File: src/sv/page_cache_lru_tag_manager_unit_macros.svh
// ============================================================================
// Assertion macros for the page cache tag manager
// Clocked property helpers with a synchronous active-low reset as disable.
// ============================================================================
`ifndef PAGE_CACHE_LRU_TAG_MANAGER_UNIT_MACROS_SVH
`define PAGE_CACHE_LRU_TAG_MANAGER_UNIT_MACROS_SVH

// Same-cycle implication
`define PCLRU_ASSERT_NOW(label, clk, rst_n, ante, cons, msg) \
    label: assert property (@(posedge clk) disable iff (!rst_n) (ante) |-> (cons)) \
        else $error(msg);

// Next-cycle implication
`define PCLRU_ASSERT_NEXT(label, clk, rst_n, ante, cons, msg) \
    label: assert property (@(posedge clk) disable iff (!rst_n) (ante) |=> (cons)) \
        else $error(msg);

`endif

File: src/sv/pclru_pkg.sv
`timescale 1ns / 1ps
// ============================================================================
// pclru_pkg
// Types and constants shared by the page cache tag manager and its cells.
// ============================================================================
package pclru_pkg;

    // Fixed field widths of the ports
    localparam int KIND_W  = 2;
    localparam int PAGE_W  = 48;
    localparam int IDX_W   = 3;
    localparam int CFG_W   = 4;
    localparam int STAMP_W = 32;

    // Defaults for the top-level parameters
    localparam int NUM_SLOTS_DEF = 8;
    localparam int PAGE_BITS_DEF = 48;

    // Reset value of the active slot count register
    localparam logic [CFG_W-1:0] CFG_RESET = 4'd8;

    // Positions in the index bundle carried by the probe
    // IX_SEL: hit slot on scans, target slot on mark and commit passes
    localparam int IX_SEL  = 0;
    localparam int IX_FREE = 1;
    localparam int IX_OLD  = 2;
    localparam int IX_BAD  = 3;
    localparam int IX_N    = 4;

    typedef enum logic [1:0] {
        REQ_ALLOC = 2'd0,
        REQ_WT    = 2'd1,
        REQ_FLUSH = 2'd2,
        REQ_MARK  = 2'd3
    } t_req_kind;

    typedef enum logic [1:0] {
        RES_GRANT = 2'd0,
        RES_WB    = 2'd1,
        RES_DONE  = 2'd2,
        RES_ERROR = 2'd3
    } t_res_kind;

    // Operation carried by the probe along the cell row
    typedef enum logic [2:0] {
        OP_ALLOC_SCAN = 3'd0,
        OP_WT_SCAN    = 3'd1,
        OP_FLUSH      = 3'd2,
        OP_MARK       = 3'd3,
        OP_COMMIT     = 3'd4,
        OP_WT_APPLY   = 3'd5
    } t_probe_op;

    typedef enum logic [1:0] {
        ST_IDLE  = 2'd0,
        ST_SCAN  = 2'd1,
        ST_APPLY = 2'd2
    } t_state;

    // Probe control: op, search flags, running oldest stamp, use clock
    typedef struct packed {
        t_probe_op          op;
        logic               hit;
        logic               free;
        logic               old;
        logic               bad;
        logic [STAMP_W-1:0] old_key;
        logic [STAMP_W-1:0] clock;
    } t_probe;

    typedef struct packed {
        logic [KIND_W-1:0] kind;
        logic [PAGE_W-1:0] page_number;
        logic [IDX_W-1:0]  target_slot;
    } t_req;

    typedef struct packed {
        logic [KIND_W-1:0] result_kind;
        logic [IDX_W-1:0]  slot_index;
        logic [PAGE_W-1:0] page_out;
        logic              was_hit;
        logic              last_result;
    } t_res;

endpackage

File: src/sv/pclru_cell.sv
`timescale 1ns / 1ps
// ============================================================================
// pclru_cell
// One cache slot: holds its tag state and acts on the probe passing through,
// then registers the probe and hands it to the next cell.
// ============================================================================
module pclru_cell
    import pclru_pkg::*;
#(
    parameter int IDX       = 0,
    parameter int SLOT_W    = 3,
    parameter int PAGE_BITS = PAGE_BITS_DEF
) (
    input  logic                         i_clk,
    input  logic                         i_rst_n,
    input  logic                         i_active,
    input  logic                         i_vld,
    input  t_probe                       i_ctl,
    input  logic [PAGE_BITS-1:0]         i_page,
    input  logic [IX_N-1:0][SLOT_W-1:0]  i_idx,
    output logic                         o_vld,
    output t_probe                       o_ctl,
    output logic [PAGE_BITS-1:0]         o_page,
    output logic [IX_N-1:0][SLOT_W-1:0]  o_idx,
    output logic                         o_wb,
    output logic [PAGE_BITS-1:0]         o_wb_page
);

    localparam logic [SLOT_W-1:0] ME = SLOT_W'(IDX);

    // Slot state
    logic [PAGE_BITS-1:0] r_slot_page,  n_slot_page;
    logic                 r_slot_tag,   n_slot_tag;
    logic                 r_slot_dv,    n_slot_dv;
    logic                 r_slot_dirty, n_slot_dirty;
    logic [STAMP_W-1:0]   r_slot_stamp, n_slot_stamp;

    // Probe stage
    logic                        r_probe_vld;
    t_probe                      r_probe_ctl,  n_probe_ctl;
    logic [PAGE_BITS-1:0]        r_probe_page, n_probe_page;
    logic [IX_N-1:0][SLOT_W-1:0] r_probe_idx,  n_probe_idx;

    logic match;

    // Slot action on the passing probe
    always_comb begin
        n_probe_ctl  = i_ctl;
        n_probe_page = i_page;
        n_probe_idx  = i_idx;
        n_slot_page  = r_slot_page;
        n_slot_tag   = r_slot_tag;
        n_slot_dv    = r_slot_dv;
        n_slot_dirty = r_slot_dirty;
        n_slot_stamp = r_slot_stamp;
        o_wb         = 1'b0;
        match        = r_slot_tag && (r_slot_page == i_page);
        if (i_vld && i_active) begin
            case (i_ctl.op)
                OP_ALLOC_SCAN: begin
                    if (r_slot_dv && r_slot_dirty) begin
                        o_wb         = 1'b1;
                        n_slot_dirty = 1'b0;
                    end
                    if (match && !i_ctl.hit) begin
                        n_probe_ctl.hit     = 1'b1;
                        n_probe_idx[IX_SEL] = ME;
                    end
                    if (!r_slot_tag && !i_ctl.free) begin
                        n_probe_ctl.free     = 1'b1;
                        n_probe_idx[IX_FREE] = ME;
                    end
                    // oldest stamp, signed compare, first one wins a tie
                    if (!i_ctl.old || ($signed(r_slot_stamp) < $signed(i_ctl.old_key))) begin
                        n_probe_ctl.old     = 1'b1;
                        n_probe_ctl.old_key = r_slot_stamp;
                        n_probe_idx[IX_OLD] = ME;
                    end
                end
                OP_WT_SCAN: begin
                    if (match && !i_ctl.hit) begin
                        n_probe_ctl.hit     = 1'b1;
                        n_probe_idx[IX_SEL] = ME;
                    end
                    if (match && r_slot_dirty && !i_ctl.bad) begin
                        n_probe_ctl.bad     = 1'b1;
                        n_probe_idx[IX_BAD] = ME;
                    end
                end
                OP_FLUSH: begin
                    if (r_slot_dv && r_slot_dirty) begin
                        o_wb         = 1'b1;
                        n_slot_dirty = 1'b0;
                    end
                end
                OP_MARK: begin
                    if (i_idx[IX_SEL] == ME) begin
                        n_slot_dirty = 1'b1;
                        n_probe_page = r_slot_page;
                    end
                end
                OP_COMMIT: begin
                    if (i_idx[IX_SEL] == ME) begin
                        n_slot_stamp = i_ctl.clock;
                        if (!i_ctl.hit) begin
                            n_slot_page  = i_page;
                            n_slot_tag   = 1'b1;
                            n_slot_dv    = 1'b0;
                            n_slot_dirty = 1'b0;
                        end
                    end
                end
                OP_WT_APPLY: begin
                    if (match) begin
                        n_slot_dv         = 1'b1;
                        n_slot_dirty      = 1'b0;
                        n_slot_stamp      = i_ctl.clock;
                        n_probe_ctl.clock = i_ctl.clock + STAMP_W'(1);
                    end
                end
                default: begin
                end
            endcase
        end
    end

    // Slot state and probe valid
    always_ff @(posedge i_clk) begin
        if (!i_rst_n) begin
            r_slot_page  <= '0;
            r_slot_tag   <= 1'b0;
            r_slot_dv    <= 1'b0;
            r_slot_dirty <= 1'b0;
            r_slot_stamp <= '0;
            r_probe_vld  <= 1'b0;
        end else begin
            r_slot_page  <= n_slot_page;
            r_slot_tag   <= n_slot_tag;
            r_slot_dv    <= n_slot_dv;
            r_slot_dirty <= n_slot_dirty;
            r_slot_stamp <= n_slot_stamp;
            r_probe_vld  <= i_vld;
        end
    end

    // Probe payload
    always_ff @(posedge i_clk) begin
        r_probe_ctl  <= n_probe_ctl;
        r_probe_page <= n_probe_page;
        r_probe_idx  <= n_probe_idx;
    end

    assign o_vld     = r_probe_vld;
    assign o_ctl     = r_probe_ctl;
    assign o_page    = r_probe_page;
    assign o_idx     = r_probe_idx;
    assign o_wb_page = r_slot_page;

endmodule

File: src/sv/page_cache_lru_tag_manager_unit.sv
`timescale 1ns / 1ps
// ============================================================================
// page_cache_lru_tag_manager_unit
// Fully associative page cache tag manager with LRU replacement, built as a
// row of slot cells through which a probe travels one cell per cycle.
// ============================================================================
//
//  Channel   Direction  Handshake                 Payload
//  request   in         start high, busy low      i_req    (t_req)
//  result    out        o_res_strobe, one cycle   o_res    (t_res)
//  config    in         i_cfg_we                  i_cfg_data (active slot count)
//
//  Every request but a mark dirty of an inactive slot sends a probe along the
//  NUM_SLOTS cells (one cell per cycle). Flush and mark dirty take one pass;
//  allocate and writethrough hit take a second pass. Mark dirty of an inactive
//  slot returns an error without a probe. Write-back results appear as the
//  probe passes the dirty slots. Synchronous reset clears all slot state.
//  Results cannot be held off by the receiver.
//
module page_cache_lru_tag_manager_unit
    import pclru_pkg::*;
#(
    parameter int NUM_SLOTS = NUM_SLOTS_DEF,
    parameter int PAGE_BITS = PAGE_BITS_DEF
) (
    input  logic              i_clk,
    input  logic              i_rst_n,
    input  logic              start,
    output logic              busy,
    input  t_req              i_req,
    input  logic              i_cfg_we,
    input  logic [CFG_W-1:0]  i_cfg_data,
    output logic              o_res_strobe,
    output t_res              o_res
);

`include "page_cache_lru_tag_manager_unit_macros.svh"

    localparam int SLOT_W = (NUM_SLOTS > 1) ? $clog2(NUM_SLOTS) : 1;
    localparam int ACT_W  = $clog2(NUM_SLOTS + 1);
    localparam int CMP_W  = ACT_W + CFG_W;

    // Configuration and control registers
    logic [CFG_W-1:0]   r_slots_in_use;
    t_state             r_state, n_state;
    logic [STAMP_W-1:0] r_use_clock, n_use_clock;
    logic               r_res_strobe, n_res_strobe;
    t_res               r_res, n_res;

    // Active slot count
    logic [CFG_W-1:0]     cfg_nz;
    logic [CMP_W-1:0]     cfg_ext;
    logic [ACT_W-1:0]     act;
    logic [NUM_SLOTS-1:0] slot_active;

    // Cell chain taps: index 0 is the launch, index NUM_SLOTS the return
    logic                        c_vld  [NUM_SLOTS+1];
    t_probe                      c_ctl  [NUM_SLOTS+1];
    logic [PAGE_BITS-1:0]        c_page [NUM_SLOTS+1];
    logic [IX_N-1:0][SLOT_W-1:0] c_idx  [NUM_SLOTS+1];
    logic [NUM_SLOTS-1:0]        cell_wb;
    logic [PAGE_BITS-1:0]        cell_wb_page [NUM_SLOTS];
    logic [NUM_SLOTS:0]          vld_vec;

    // Probe launch into the first cell
    logic                        l_vld;
    t_probe                      l_ctl;
    logic [PAGE_BITS-1:0]        l_page;
    logic [IX_N-1:0][SLOT_W-1:0] l_idx;

    // Write-back merge
    logic                 wb_any;
    logic [PAGE_BITS-1:0] wb_page;
    logic [SLOT_W-1:0]    wb_idx;

    // Width adaption between port fields and internal widths
    logic [PAGE_BITS+PAGE_W-1:0] page_in_wide;
    logic [PAGE_BITS-1:0]        req_page;
    logic [PAGE_W+PAGE_BITS-1:0] ret_page_wide, wb_page_wide;
    logic [SLOT_W+IDX_W-1:0]     tgt_wide, sel_wide, bad_wide, wb_idx_wide;
    logic [ACT_W+IDX_W-1:0]      tgt_cmp, act_cmp;

    logic                 ret_vld;
    t_probe               ret_ctl;
    logic [SLOT_W-1:0]    pick;
    logic                 fin_vld;
    t_res                 fin;

    // Configuration register
    always_ff @(posedge i_clk) begin
        if (!i_rst_n) begin
            r_slots_in_use <= CFG_RESET;
        end else if (i_cfg_we) begin
            r_slots_in_use <= i_cfg_data;
        end
    end

    // Clip the slot count to 1 .. NUM_SLOTS
    always_comb begin
        cfg_nz  = (r_slots_in_use == '0) ? CFG_W'(1) : r_slots_in_use;
        cfg_ext = {{ACT_W{1'b0}}, cfg_nz};
        if (cfg_ext > CMP_W'(NUM_SLOTS)) begin
            act = ACT_W'(NUM_SLOTS);
        end else begin
            act = cfg_ext[ACT_W-1:0];
        end
    end

    // Launch tap
    assign c_vld[0]  = l_vld;
    assign c_ctl[0]  = l_ctl;
    assign c_page[0] = l_page;
    assign c_idx[0]  = l_idx;

    // Row of slot cells
    for (genvar g = 0; g < NUM_SLOTS; g++) begin : g_cell
        assign slot_active[g] = (ACT_W'(g) < act);
        pclru_cell #(
            .IDX       (g),
            .SLOT_W    (SLOT_W),
            .PAGE_BITS (PAGE_BITS)
        ) u_cell (
            .i_clk     (i_clk),
            .i_rst_n   (i_rst_n),
            .i_active  (slot_active[g]),
            .i_vld     (c_vld[g]),
            .i_ctl     (c_ctl[g]),
            .i_page    (c_page[g]),
            .i_idx     (c_idx[g]),
            .o_vld     (c_vld[g+1]),
            .o_ctl     (c_ctl[g+1]),
            .o_page    (c_page[g+1]),
            .o_idx     (c_idx[g+1]),
            .o_wb      (cell_wb[g]),
            .o_wb_page (cell_wb_page[g])
        );
    end

    for (genvar g = 0; g <= NUM_SLOTS; g++) begin : g_vld
        assign vld_vec[g] = c_vld[g];
    end

    // Merge write-backs: at most one cell holds the probe
    always_comb begin
        wb_any  = |cell_wb;
        wb_page = '0;
        wb_idx  = '0;
        for (int i = 0; i < NUM_SLOTS; i++) begin
            if (cell_wb[i]) begin
                wb_page = wb_page | cell_wb_page[i];
                wb_idx  = wb_idx | SLOT_W'(i);
            end
        end
    end

    // Field width adaption
    assign page_in_wide  = {{PAGE_BITS{1'b0}}, i_req.page_number};
    assign req_page      = page_in_wide[PAGE_BITS-1:0];
    assign ret_page_wide = {{PAGE_W{1'b0}}, c_page[NUM_SLOTS]};
    assign wb_page_wide  = {{PAGE_W{1'b0}}, wb_page};
    assign tgt_wide      = {{SLOT_W{1'b0}}, i_req.target_slot};
    assign sel_wide      = {{IDX_W{1'b0}}, c_idx[NUM_SLOTS][IX_SEL]};
    assign bad_wide      = {{IDX_W{1'b0}}, c_idx[NUM_SLOTS][IX_BAD]};
    assign wb_idx_wide   = {{IDX_W{1'b0}}, wb_idx};
    assign tgt_cmp       = {{ACT_W{1'b0}}, i_req.target_slot};
    assign act_cmp       = {{IDX_W{1'b0}}, act};

    assign ret_vld = c_vld[NUM_SLOTS];
    assign ret_ctl = c_ctl[NUM_SLOTS];

    // Allocation choice: hit, else first empty, else oldest
    always_comb begin
        if (ret_ctl.hit) begin
            pick = c_idx[NUM_SLOTS][IX_SEL];
        end else if (ret_ctl.free) begin
            pick = c_idx[NUM_SLOTS][IX_FREE];
        end else begin
            pick = c_idx[NUM_SLOTS][IX_OLD];
        end
    end

    // Sequencer: launches probes and forms the final result
    always_comb begin
        n_state     = r_state;
        n_use_clock = r_use_clock;
        l_vld       = 1'b0;
        l_ctl       = '0;
        l_page      = req_page;
        l_idx       = '0;
        fin_vld     = 1'b0;
        fin         = '0;
        fin.last_result = 1'b1;
        case (r_state)
            ST_IDLE: begin
                if (start) begin
                    case (t_req_kind'(i_req.kind))
                        REQ_ALLOC: begin
                            l_vld    = 1'b1;
                            l_ctl.op = OP_ALLOC_SCAN;
                            n_state  = ST_SCAN;
                        end
                        REQ_WT: begin
                            l_vld    = 1'b1;
                            l_ctl.op = OP_WT_SCAN;
                            n_state  = ST_SCAN;
                        end
                        REQ_FLUSH: begin
                            l_vld    = 1'b1;
                            l_ctl.op = OP_FLUSH;
                            n_state  = ST_SCAN;
                        end
                        REQ_MARK: begin
                            if (tgt_cmp < act_cmp) begin
                                l_vld         = 1'b1;
                                l_ctl.op      = OP_MARK;
                                l_idx[IX_SEL] = tgt_wide[SLOT_W-1:0];
                                n_state       = ST_SCAN;
                            end else begin
                                // inactive target: error straight away
                                fin_vld         = 1'b1;
                                fin.result_kind = RES_ERROR;
                                fin.slot_index  = i_req.target_slot;
                            end
                        end
                        default: begin
                        end
                    endcase
                end
            end
            ST_SCAN: begin
                if (ret_vld) begin
                    n_state = ST_IDLE;
                    case (ret_ctl.op)
                        OP_ALLOC_SCAN: begin
                            l_vld         = 1'b1;
                            l_ctl.op      = OP_COMMIT;
                            l_ctl.hit     = ret_ctl.hit;
                            l_ctl.clock   = r_use_clock;
                            l_page        = c_page[NUM_SLOTS];
                            l_idx[IX_SEL] = pick;
                            n_use_clock   = r_use_clock + STAMP_W'(1);
                            n_state       = ST_APPLY;
                        end
                        OP_WT_SCAN: begin
                            if (ret_ctl.bad) begin
                                fin_vld         = 1'b1;
                                fin.result_kind = RES_ERROR;
                                fin.slot_index  = bad_wide[IDX_W-1:0];
                                fin.page_out    = ret_page_wide[PAGE_W-1:0];
                                fin.was_hit     = 1'b1;
                            end else if (!ret_ctl.hit) begin
                                fin_vld         = 1'b1;
                                fin.result_kind = RES_DONE;
                                fin.page_out    = ret_page_wide[PAGE_W-1:0];
                            end else begin
                                l_vld         = 1'b1;
                                l_ctl.op      = OP_WT_APPLY;
                                l_ctl.clock   = r_use_clock;
                                l_page        = c_page[NUM_SLOTS];
                                l_idx[IX_SEL] = c_idx[NUM_SLOTS][IX_SEL];
                                n_state       = ST_APPLY;
                            end
                        end
                        OP_FLUSH: begin
                            fin_vld         = 1'b1;
                            fin.result_kind = RES_DONE;
                        end
                        OP_MARK: begin
                            fin_vld         = 1'b1;
                            fin.result_kind = RES_DONE;
                            fin.slot_index  = sel_wide[IDX_W-1:0];
                            fin.page_out    = ret_page_wide[PAGE_W-1:0];
                        end
                        default: begin
                        end
                    endcase
                end
            end
            ST_APPLY: begin
                if (ret_vld) begin
                    n_state        = ST_IDLE;
                    fin_vld        = 1'b1;
                    fin.slot_index = sel_wide[IDX_W-1:0];
                    fin.page_out   = ret_page_wide[PAGE_W-1:0];
                    if (ret_ctl.op == OP_WT_APPLY) begin
                        fin.result_kind = RES_DONE;
                        fin.was_hit     = 1'b1;
                        n_use_clock     = ret_ctl.clock;
                    end else begin
                        fin.result_kind = RES_GRANT;
                        fin.was_hit     = ret_ctl.hit;
                    end
                end
            end
            default: begin
                n_state = ST_IDLE;
            end
        endcase
    end

    // Output register: write-back transfer or final result
    always_comb begin
        n_res_strobe = fin_vld || wb_any;
        if (fin_vld) begin
            n_res = fin;
        end else begin
            n_res             = '0;
            n_res.result_kind = RES_WB;
            n_res.slot_index  = wb_idx_wide[IDX_W-1:0];
            n_res.page_out    = wb_page_wide[PAGE_W-1:0];
        end
    end

    always_ff @(posedge i_clk) begin
        if (!i_rst_n) begin
            r_state      <= ST_IDLE;
            r_use_clock  <= '0;
            r_res_strobe <= 1'b0;
        end else begin
            r_state      <= n_state;
            r_use_clock  <= n_use_clock;
            r_res_strobe <= n_res_strobe;
        end
    end

    always_ff @(posedge i_clk) begin
        r_res <= n_res;
    end

    assign busy         = (r_state != ST_IDLE);
    assign o_res_strobe = r_res_strobe;
    assign o_res        = r_res;

    // Checks; the launch tap may overlap the returning probe, so cell outputs only
    `PCLRU_ASSERT_NOW(a_one_probe, i_clk, i_rst_n, 1'b1, $onehot0(vld_vec[NUM_SLOTS:1]), "more than one probe in the cell row")
    `PCLRU_ASSERT_NOW(a_one_wb, i_clk, i_rst_n, 1'b1, $onehot0(cell_wb), "more than one write-back in a cycle")
    `PCLRU_ASSERT_NOW(a_no_clash, i_clk, i_rst_n, fin_vld, !wb_any, "final result clashes with a write-back")
    `PCLRU_ASSERT_NOW(a_ret_busy, i_clk, i_rst_n, ret_vld, r_state != ST_IDLE, "probe returned while idle")

endmodule
File: config.mk
export PLATFORM = sky130hd
export DESIGN_NAME = page_cache_lru_tag_manager_unit
export DESIGN_NICKNAME = d
export VERILOG_FILES = /design/src/sv/pclru_pkg.sv /design/src/sv/pclru_cell.sv /design/src/sv/page_cache_lru_tag_manager_unit.sv
export VERILOG_INCLUDE_DIRS = /design/src /design/src/sv
export SDC_FILE = /design/constraint.sdc
export NUM_CORES = 2
export LEC_CHECK = 0
export BUFFER_PORTS_ARGS = -buffer_cell sky130_fd_sc_hd__buf_2
export CAP_MARGIN = 0
export CORE_MARGIN = 2
export CORE_UTILIZATION = 65
export CTS_BUF_LIST = sky130_fd_sc_hd__clkbuf_4 sky130_fd_sc_hd__clkbuf_8
export DETAILED_ROUTE_END_ITERATION = 8
export GPL_TIMING_DRIVEN = 0
export PLACE_DENSITY = 0.87
export RECOVER_POWER = 100
export SYNTH_ARGS = -nofsm -noshare
export SYNTH_HDL_FRONTEND = slang
export SYNTH_SLANG_ARGS = --single-unit
export TNS_END_PERCENT = 100
File: constraint.sdc
create_clock -name i_clk -period 7.2 [get_ports i_clk]
set_input_delay 0.72 -clock i_clk [delete_from_list [all_inputs] [get_ports i_clk]]
set_output_delay 0.72 -clock i_clk [all_outputs]
set_load 0.005 [all_outputs]
==> impl_metrics.env <==
export IMPL_ys_ff_latch=1760
export IMPL_numClockSinks=1760
export IMPL_crit_type="reg -> reg"
export IMPL_violations="design-rule violations, max-capacitance violations, max-slew violations"
export IMPL_globalplace_congestion=1.10
export IMPL_finClkSkew_ps=72.0
export IMPL_layout_drive_gt1_share_pct=12.1
export IMPL_fin_crit_sh_pct=88.2
export IMPL_grt_usage_pct=47.1
export IMPL_vias=62193
export IMPL_grt_pass1_wl_um=398000
export IMPL_synthCells=7722
export IMPL_synth_xor_area_share_pct=6.87
export IMPL_status="complete, but fails checks"
export IMPL_synth_edf_count=0
export IMPL_yosys_area_share_simple_pct=15.7
export IMPL_cts_root_buffer="clkbuf_8"
export IMPL_core_area_um2=112000
export IMPL_die_height_um=340
export IMPL_grt_pass1_vias=61062
export IMPL_die_area_um2=116000
export IMPL_clk_insertion_delay_late_ps=1020
export IMPL_busiest_layer="met2"
export IMPL_crit_buf_inv=5
export IMPL_crit_fanout=10
export IMPL_ys_flop_type="dfxtp_1"
export IMPL_hold_path_class="in -> reg"
export IMPL_wl_um=280000
export IMPL_area_delta_synth_final_pct=11.1
export IMPL_hold_viol=0
export IMPL_power_leakage_nw=31.8
export IMPL_synthAdderAreaFrac_pct=3.95
export IMPL_io_pins=118
export IMPL_dpl_hpwl_um=212000
export IMPL_yosysTopAreaCell="dfxtp_1"
export IMPL_grt_max_degree=17
export IMPL_grt_overflow=0
export IMPL_setup_ws_ps=850
export IMPL_syn_nets=8015
export IMPL_seq_area_um2=35200
export IMPL_synth_area_leaders="dfxtp_1 (48%), mux2_2 (8.0%), nand2_1 (5.6%)"
export IMPL_first_pass_iters=9
export IMPL_cp_cell_sequence="inv_1, ha_1, and4bb_1, nand2_4, inv_4, clkbuf_1, clkbuf_1, and2_0, ha_1, nand3_1, or4_4, nor4_4, nand4_1, clkbuf_1, o31ai_1"
export IMPL_grt_util_met2_pct=73.1
export IMPL_final_common_cell="dfxtp_1"
export IMPL_start_kind="flop"
export IMPL_start_util_pct=65.5
export IMPL_maxCapViolCount=13
export IMPL_rows=123
export IMPL_antenna_left=0
export IMPL_worst_pin_slew_ps=3480
export IMPL_netlist_area_um2=73500
export IMPL_cp_arrival_ps=7180
export IMPL_avgRoutedWirePerCell_um=28.5
export IMPL_yosysTopAreaCellShare_pct=47.9
export IMPL_nets=8437
export IMPL_yosysWarnings=0
export IMPL_p_per_area_nw_per_um2=246
export IMPL_synthArstFlopShare_pct=0
export IMPL_clk_path_buf_depth=4
export IMPL_mostFrequentLayoutCells="dfxtp_1 (1760), nand2_1 (1096), nor2_1 (549)"
export IMPL_synth_compound_area_share_pct=9.20
export IMPL_port_buffers=115
export IMPL_path_clk_slew_ps=70
export IMPL_post_cts_buffers=0
export IMPL_critical_path_top_delay_family="buffers and inverters"
export IMPL_h_tree_depth=5
export IMPL_crit_required_ps=8030
export IMPL_antenna_found_initial=14
export IMPL_period_needed_ps=6350
export IMPL_max_freq_ghz=0.157
export IMPL_final_max_slew_viol_count=90
export IMPL_cp_slowest_cell="clkbuf_1"
export IMPL_use_met3_pct=13.4
export IMPL_yosysSeqAreaShare_pct=47.9
export IMPL_synth_cell_types=95
export IMPL_avgSynthCellArea_um2=9.52
export IMPL_relSlewSlack_pct=-138
export IMPL_critPathCaptureType="flop"
export IMPL_drtIter0Drc=7670
export IMPL_cp_common_cell="clkbuf_1"
export IMPL_synth_mux_area_share_pct=12.5
export IMPL_die_x_um=340
export IMPL_rsz0062_at_grt="false"
export IMPL_ir_drop_mv=0.206
export IMPL_met1_usage_pct=48.9
export IMPL_avgViaCountPerCell=6.32
export IMPL_post_place_ws_ps=2250
export IMPL_multi_input_area_um2=35400
export IMPL_drc_errors=28
export IMPL_cts_tree="yes"
export IMPL_tns_ps=0
export IMPL_critPathMaxStageDelay_ps=1100
export IMPL_setup_viol=0
export IMPL_nFillCells=8269
export IMPL_cts_buffers=295
export IMPL_synth_top_family_by_area="simple AND/OR/NAND/NOR gates"
==> where the power goes <==
part | internal [mW] | total [mW] | switching (mW)
registers | 9.98 | 10.3 | 0.284
clock network | 4.96 | 9.01 | 4.05
logic | 0.304 | 0.856 | 0.552
==> cells by family (layout without fill, tap and decap cells) <==
family | count (synthesis) | after routing
compound gates | 1079 | 1079
xor+xnor | 577 | 577
fa+ha+maj | 232 | 232
buf+inv | 714 | 1321
flops | 1760 | 1760
mux | 854 | 854
other cells | 0 | 7
simple gates | 2506 | 2506
==> synthesized netlist by cell type (7+ instances only) <==
library cell	number
or2_2	51
o31ai_1	15
a211oi_1	63
a22oi_1	11
and2_1	24
dfxtp_1	1760
buf_6	7
inv_1	316
or3_1	15
o22ai_1	11
nand2_1	1096
and4_1	19
nand2b_1	72
nand3b_1	11
ha_1	232
a21oi_1	545
nor2_1	548
buf_1	22
nor2b_1	54
mux2i_1	329
xnor2_1	308
o21ai_0	133
o211ai_1	8
o2111ai_1	8
nor3_2	8
or4_1	15
buf_2	41
o221a_2	9
o21a_1	17
a31oi_1	15
xor2_1	269
nor3_1	88
and3_1	96
nand4_1	110
nor4_1	83
a21o_1	70
o21bai_1	12
mux2_2	524
nand3_1	171
a222oi_1	97
clkbuf_1	323
==> area by class of cell <==
cell class	count	share of cell area [%]
Clock buffer	435	6.72
Buffer	396	1.87
Antenna cell	7	0.0214
Sequential cell	1760	43.1
Inverter	318	1.46
Tap cell	1500	2.30
Multi-Input combinational cell	5248	43.3
Timing Repair Buffer	125	0.755
Clock inverter	47	0.432
==> per-stage QoR <==
stage	hold slack [ps]	utilization (%)	area [um^2]	instances	power [mW]
after floorplan	329	-	73500	7722	10.8
after global placement	340	67.6	76000	9337	11.2
after detailed placement	338	67.7	76100	9342	11.3
after CTS	10.4	73.0	82000	9828	20.0
after global routing	54.3	72.7	81700	9830	20.5
final	17.5	72.7	81700	9836	20.1
==> worst min-delay path, delay by kind of cell <==
| family | cells | cell delay (ps) |
|---|---|---|
| buffers and inverters | 1 | 100 |
| muxes | 1 | 60 |
| and+or+nand+nor | 1 | 110 |
==> repair_timing <==
action,4_1_cts,5_1_grt
endpoints found under the hold margin,4,0
gates resized for setup,0,0
hold buffers,4,0
endpoints found under the setup margin,0,0
==> layer usage <==
| layer | share of wire, % | wire length, um | vias up |
|---|---|---|---|
| met2 | 44 | 123000 | 3976 |
| met4 | 14 | 38000 | 16 |
| met5 | 0.099 | 277 | - |
| met1 | 33 | 92900 | 29379 |
| met3 | 9.4 | 26300 | 1521 |
| li1 | - | - | 27301 |
==> sequential cells by signal, summed over array words and instances (netlist names), 4 cells and up <==
| signal | count |
|---|---|
| r_use_clock | 32 |
| o_res | 55 |
| g_cell.u_cell.o_wb_page | 384 |
| r_slots_in_use | 4 |
| g_cell.u_cell.r_slot_dirty | 8 |
| g_cell.u_cell.r_slot_dv | 8 |
| g_cell.u_cell.o_page | 384 |
| g_cell.u_cell.r_slot_tag | 8 |
| g_cell.u_cell.o_idx | 75 |
| g_cell.u_cell.r_slot_stamp | 256 |
| g_cell.u_cell.o_ctl | 535 |
| g_cell.u_cell.o_vld | 8 |
==> path summary, 6_finish.rpt <==
check	from	to	slack (ps)	depth (start not counted)
min	i_cfg_data[1]	r_slots_in_use[1]	20	3
max reg2reg	r_state[1]	g_cell[0].u_cell.o_ctl[18]	850	15
max	r_state[1]	g_cell[0].u_cell.o_ctl[18]	850	15
min reg2reg	g_cell[5].u_cell.o_ctl[68]	g_cell[6].u_cell.o_ctl[68]	350	0
(Power assumes the default switching activity.)
